**src/rtl/lzwd_pkg.sv**
```systemverilog
package lzwd_pkg;

  localparam int MAX_CODE_WIDTH_DEF   = 12;
  localparam int MAX_STRING_BYTES_DEF = 512;
  localparam int CODE_W               = 12;
  localparam int CFG_W                = 4;
  localparam int WIDTH_W              = 5;
  localparam int MIN_WIDTH            = 9;
  localparam int START_WIDTH_RST      = 9;
  localparam int LITERAL_CODES        = 256;

  typedef enum logic [1:0] {
    ERR_NONE = 2'd0,
    ERR_CODE = 2'd1,
    ERR_FULL = 2'd2,
    ERR_LONG = 2'd3
  } err_t;

  typedef enum logic [1:0] {
    CLS_FIRST = 2'd0,
    CLS_NONE  = 2'd1,
    CLS_WALK  = 2'd2
  } cls_t;

  typedef struct packed {
    logic accept;
    logic classify;
    logic walk;
    logic wait_rd;
    logic finish;
    logic emit_wr;
    logic push;
  } cmd_t;

  typedef struct packed {
    cls_t cls;
    logic walk_over;
    logic walk_root;
    logic wr_flush;
    logic more;
    logic out_free;
  } sts_t;

endpackage

```
**src/rtl/lzwd_ctrl.sv**
```systemverilog
module lzwd_ctrl (
  input  logic           clk,
  input  logic           rst,
  input  logic           in_valid,
  output logic           in_stall,
  input  lzwd_pkg::sts_t sts,
  output lzwd_pkg::cmd_t cmd
);

  typedef enum logic [7:0] {
    S_IDLE  = 8'b0000_0001,
    S_CLASS = 8'b0000_0010,
    S_WALK  = 8'b0000_0100,
    S_WAIT  = 8'b0000_1000,
    S_FIN   = 8'b0001_0000,
    S_RD    = 8'b0010_0000,
    S_WR    = 8'b0100_0000,
    S_PUSH  = 8'b1000_0000
  } state_t;

  state_t state, state_next;

  always_ff @(posedge clk) begin
    if (rst) begin
      state <= S_IDLE;
    end else begin
      state <= state_next;
    end
  end

  always_comb begin
    state_next = state;
    cmd = '0;
    case (state)
      S_IDLE: begin
        if (in_valid) begin
          cmd.accept = 1'b1;
          state_next = S_CLASS;
        end
      end
      S_CLASS: begin
        cmd.classify = 1'b1;
        if (sts.cls == lzwd_pkg::CLS_NONE) begin
          state_next = S_PUSH;
        end else begin
          state_next = S_WALK;
        end
      end
      S_WALK: begin
        cmd.walk = 1'b1;
        if (sts.walk_over) begin
          state_next = S_PUSH;
        end else if (sts.walk_root) begin
          state_next = S_FIN;
        end else begin
          state_next = S_WAIT;
        end
      end
      S_WAIT: begin
        cmd.wait_rd = 1'b1;
        state_next = S_WALK;
      end
      S_FIN: begin
        cmd.finish = 1'b1;
        state_next = S_RD;
      end
      S_RD: begin
        state_next = S_WR;
      end
      S_WR: begin
        cmd.emit_wr = 1'b1;
        state_next = sts.wr_flush ? S_PUSH : S_RD;
      end
      S_PUSH: begin
        if (sts.out_free) begin
          cmd.push = 1'b1;
          state_next = sts.more ? S_RD : S_IDLE;
        end
      end
      default: begin
        state_next = S_IDLE;
      end
    endcase
  end

  assign in_stall = (state != S_IDLE);

endmodule

```
**config.mk**
```make
export PLATFORM = sky130hd
export DESIGN_NAME = lzwd_ctrl
export DESIGN_NICKNAME = d
export VERILOG_FILES = /design/src/rtl/lzwd_pkg.sv /design/src/rtl/lzwd_ctrl.sv
export SDC_FILE = /design/constraint.sdc
export NUM_CORES = 1
export LEC_CHECK = 0
export BUFFER_PORTS_ARGS = -buffer_cell sky130_fd_sc_hd__buf_2
export CORE_AREA = 2 2 39 41
export CTS_BUF_LIST = sky130_fd_sc_hd__clkbuf_8
export CTS_CLUSTER_SIZE = 10
export DETAILED_ROUTE_END_ITERATION = 10
export DIE_AREA = 0 0 41 43
export PLACE_DENSITY = 0.66
export SLEW_MARGIN = 0
export SYNTH_ARGS = -nofsm -noshare
export SYNTH_HDL_FRONTEND = slang
export SYNTH_SLANG_ARGS = --single-unit
```
**constraint.sdc**
```tcl
create_clock -name clk -period 4.3 [get_ports clk]
set_clock_uncertainty 0.1 [all_clocks]
set_input_delay 0.215 -clock clk [delete_from_list [all_inputs] [get_ports clk]]
set_output_delay 0.215 -clock clk [all_outputs]
set_load 0.03 [all_outputs]
```
==> results.toml <==
[floorplan]
dieArea_sq_mm = 0.001763
core_sq_mm = 0.001384
io_pins = 18
core.rowCount = 14
die_y_microns = 43
start_util_pct = 41.50
fp.dieW_microns = 41

[routing]
wire_per_inst_microns = 13.62
final_antenna_net_count = 0
first_pass_iters = 4
drc_errors = 0
routed-via-count = 595
drt_wl_total_microns = 1416
drtIter0Drc = 12
vias_per_cell = 5.721

[yosys]
synth_top_area_share_pct = 27.89
synth_cells = 74
syn_nets = 84
synth_commonest_cells = "dfxtp_1 (8), nand2b_1 (8), nand2_1 (5), o21ai_0 (5)"
ys.flop_type = "dfxtp_1"
postSynthAreaPerCell_sq_um = 7.761
ys_seq_area_share_pct = 27.89
synthArstFlopShare_pct = 0
syn_area_sq_um = 574.3
yosysTopAreaCell = "dfxtp_1"
ys_types = 31
yosysWarnings = 0
synthTopCellsByArea = "dfxtp_1 (28%), nand2b_1 (8.7%), nor4_1 (4.4%), nor4_2 (4.4%), o21ai_0 (4.4%)"
synth_edf_count = 0
ys_ff_latch = 8

[clock_tree]
clk_latency_ns = 0.23
htree_levels = 1
ctsLongestPathBuffers = 2
cts_setup_buffers = 0
cts.sinks = 8
cts_made_buffers = 3
root_buffer = "clkbuf_8"
clk_pin_slew_ns = 0.04
hold_buffers = 0
cts_repair_resize_count = 0
cts_tree = "done"

[pwr]
total_leakage_power_nw = 0.2835
vdd_ir_drop_max_mv = 0.1134
comb_power_share_pct = 20.1
power_mw = 0.2146
pwr-share-seq_pct = 38.1
p_sw_share_pct = 27.39
power.share.clock_pct = 41.8
p_sw_mw = 0.05878
power-per-cell-area_mw_per_mm2 = 309.0
internal_power_mw = 0.1558

[timing]
maxSlewHeadroom_pct = 49.79
hold_ws_ns = 0.06497
fin_crit_ns = 2.281
grt_setup_unrepaired = "no"
fin_tns_setup_ns = 0
max_freq_mhz = 438.5
drv_slew = 0
post-route-period-util_pct = 53.04
worst_pin_slew_ns = 0.7427
finalSetupViolCount = 0
hold_viol = 0

[global_routing]
antenna_found_initial = 0
track_usage_pct = 19.84
grt-ovfl-total = 0
grt_pass1_wl_microns = 2339
grt_max_degree = 12
grt_pass1_vias = 533

[worst_setup_path]
endpoint_kind = "primary output"
reg2reg_setup_slack_ns = 2.51
r2r_start = "state[7]"
crit_arrival_ns = 1.97
r2r-end = "state[2]"
worstRegToRegCells = 3
crit_family = "simple AND/OR/NAND/NOR gates"
path_cells = "or4_1 > or3_1 > nor2_1 > buf_2"
crit_type = "flip-flop to primary output"
critPathLaunchType = "flip-flop"
crit_path_max_fanout = 11
crit_slowest_cell = "or4_1"
cp.required_ns = 3.98
critPathMaxStageDelay_ns = 0.67
worst-path-buf-inv = 1

[run]
drv_cap = 0

[hold_path]
min-delay-start = "sts[3]"
min_to = "state[3]"
hp-class = "primary input to flip-flop"
holdPathStages = 2

[finish]
nets = 100
design_area_sq_um = 694.4
multi_input_area_sq_um = 380.4
fill_cells = 146
final-seq-area_sq_um = 160.2
largest_reg_flops = 8
area_growth_syn_to_layout_pct = 20.91
largest_registers = "state (8)"
diodes = 0
top_register = "state"
drive_gt1_share_pct = 28.41

[placed_design]
dpl_cell_area_sq_um = 653.1
detailedPlacementHpwl_microns = 1050
io_buffers = 17
place_congestion = 0.7747

[run_status]
status = "complete, no violations"
-- worst register-to-register path: stages (launching register included) --
cell and delay, ns:
dfxtp_1 0.39, or4_1 0.67, or3_1 0.38, nor3b_1 0.18
-- power by group through the flow --
stage | sequential, mW | combinational [mW] | clock (mW)
after floorplan | 0.0799 | 0.0336 | 0
after global placement | 0.0829 | 0.0424 | 0
after detailed placement | 0.0830 | 0.0429 | 0
after CTS | 0.0818 | 0.0432 | 0.0933
after global routing | 0.0826 | 0.0482 | 0.0955
final | 0.0819 | 0.0431 | 0.0897
-- routing by layer --
| layer | global-route usage [%] | vias to the layer above | part of all wire [%] |
|---|---|---|---|
| li1 | - | 303 | - |
| met1 | 25.97 | 266 | 47 |
| met2 | 27.50 | 22 | 45 |
| met3 | 4.712 | 4 | 6.1 |
| met4 | 13.33 | 0 | 1.8 |
| met5 | 0 | - | 0 |
-- how the worst max path moves through the flow --
stage,from,endpoint,slack (ns),cells past startpoint
after detailed placement,state[7],cmd[3],2.27,4
final,state[7],cmd[3],2.02,4
after CTS,state[7],cmd[3],2.01,4
after global placement,state[7],cmd[3],2.30,4
after global routing,state[7],cmd[3],1.95,4
after floorplan,state[5],cmd[2],2.04,3
-- final cells by class --
| type | count | share of cell area (%) |
|---|---|---|
| clock buffers | 3 | 5.946 |
| well taps | 16 | 2.883 |
| flip-flops and latches | 8 | 23.06 |
| inverters | 2 | 1.081 |
| repair buffers | 17 | 12.25 |
| multi-input cells | 58 | 54.77 |
-- cells in the final DEF (no fill, tap or decap) --
| cell | synthesis | routed |
|---|---|---|
| xor2_1 | 1 | 1 |
| nand2_1 | 5 | 5 |
| nand4b_1 | 1 | 1 |
| nand2b_1 | 8 | 8 |
| or4b_2 | 1 | 1 |
| nand3_1 | 1 | 1 |
| or4_4 | 1 | 1 |
| xnor2_1 | 1 | 1 |
| nor2_1 | 4 | 4 |
| nor3b_1 | 1 | 1 |
| nor2b_1 | 3 | 3 |
| or3_1 | 2 | 2 |
| o32ai_1 | 1 | 1 |
| or4_1 | 1 | 1 |
| o22ai_1 | 3 | 3 |
| nor3_2 | 1 | 1 |
| o21ai_0 | 5 | 5 |
| a21o_1 | 1 | 1 |
| inv_1 | 2 | 2 |
| a31oi_1 | 3 | 3 |
| nor3_1 | 2 | 2 |
| nor4_2 | 2 | 2 |
| buf_2 | 2 | 17 |
| clkbuf_8 | 0 | 3 |
| and3_1 | 2 | 2 |
| dfxtp_1 | 8 | 8 |
| a32oi_1 | 1 | 1 |
| nor4b_1 | 2 | 2 |
| mux2i_1 | 1 | 1 |
| nor4_1 | 4 | 4 |
-- logic make-up (layout without fill, tap and decap cells) --
| family | count (synthesis) | count (layout) | synth area share (%) |
|---|---|---|---|
| muxes | 1 | 1 | 1.743 |
| AOI/OAI and AO/OA | 14 | 14 | 15.25 |
| buffers and inverters | 8 | 22 | 5.882 |
| DFF | 8 | 8 | 27.89 |
| xor gates and xnor gates | 2 | 2 | 3.051 |
| and+or+nand+nor | 41 | 41 | 46.19 |
-- metrics by stage --
stage / util, % / worst slack, ns / instances
global placement: 47.20 / 2.297 / 101
global route: 50.18 / 1.949 / 104
detailed placement: 47.20 / 2.268 / 101
CTS: 50.18 / 2.013 / 104
finish: 50.18 / 2.019 / 104
floorplan: - / 2.039 / 74
Note: power is estimated with default switching activity, not from simulation.
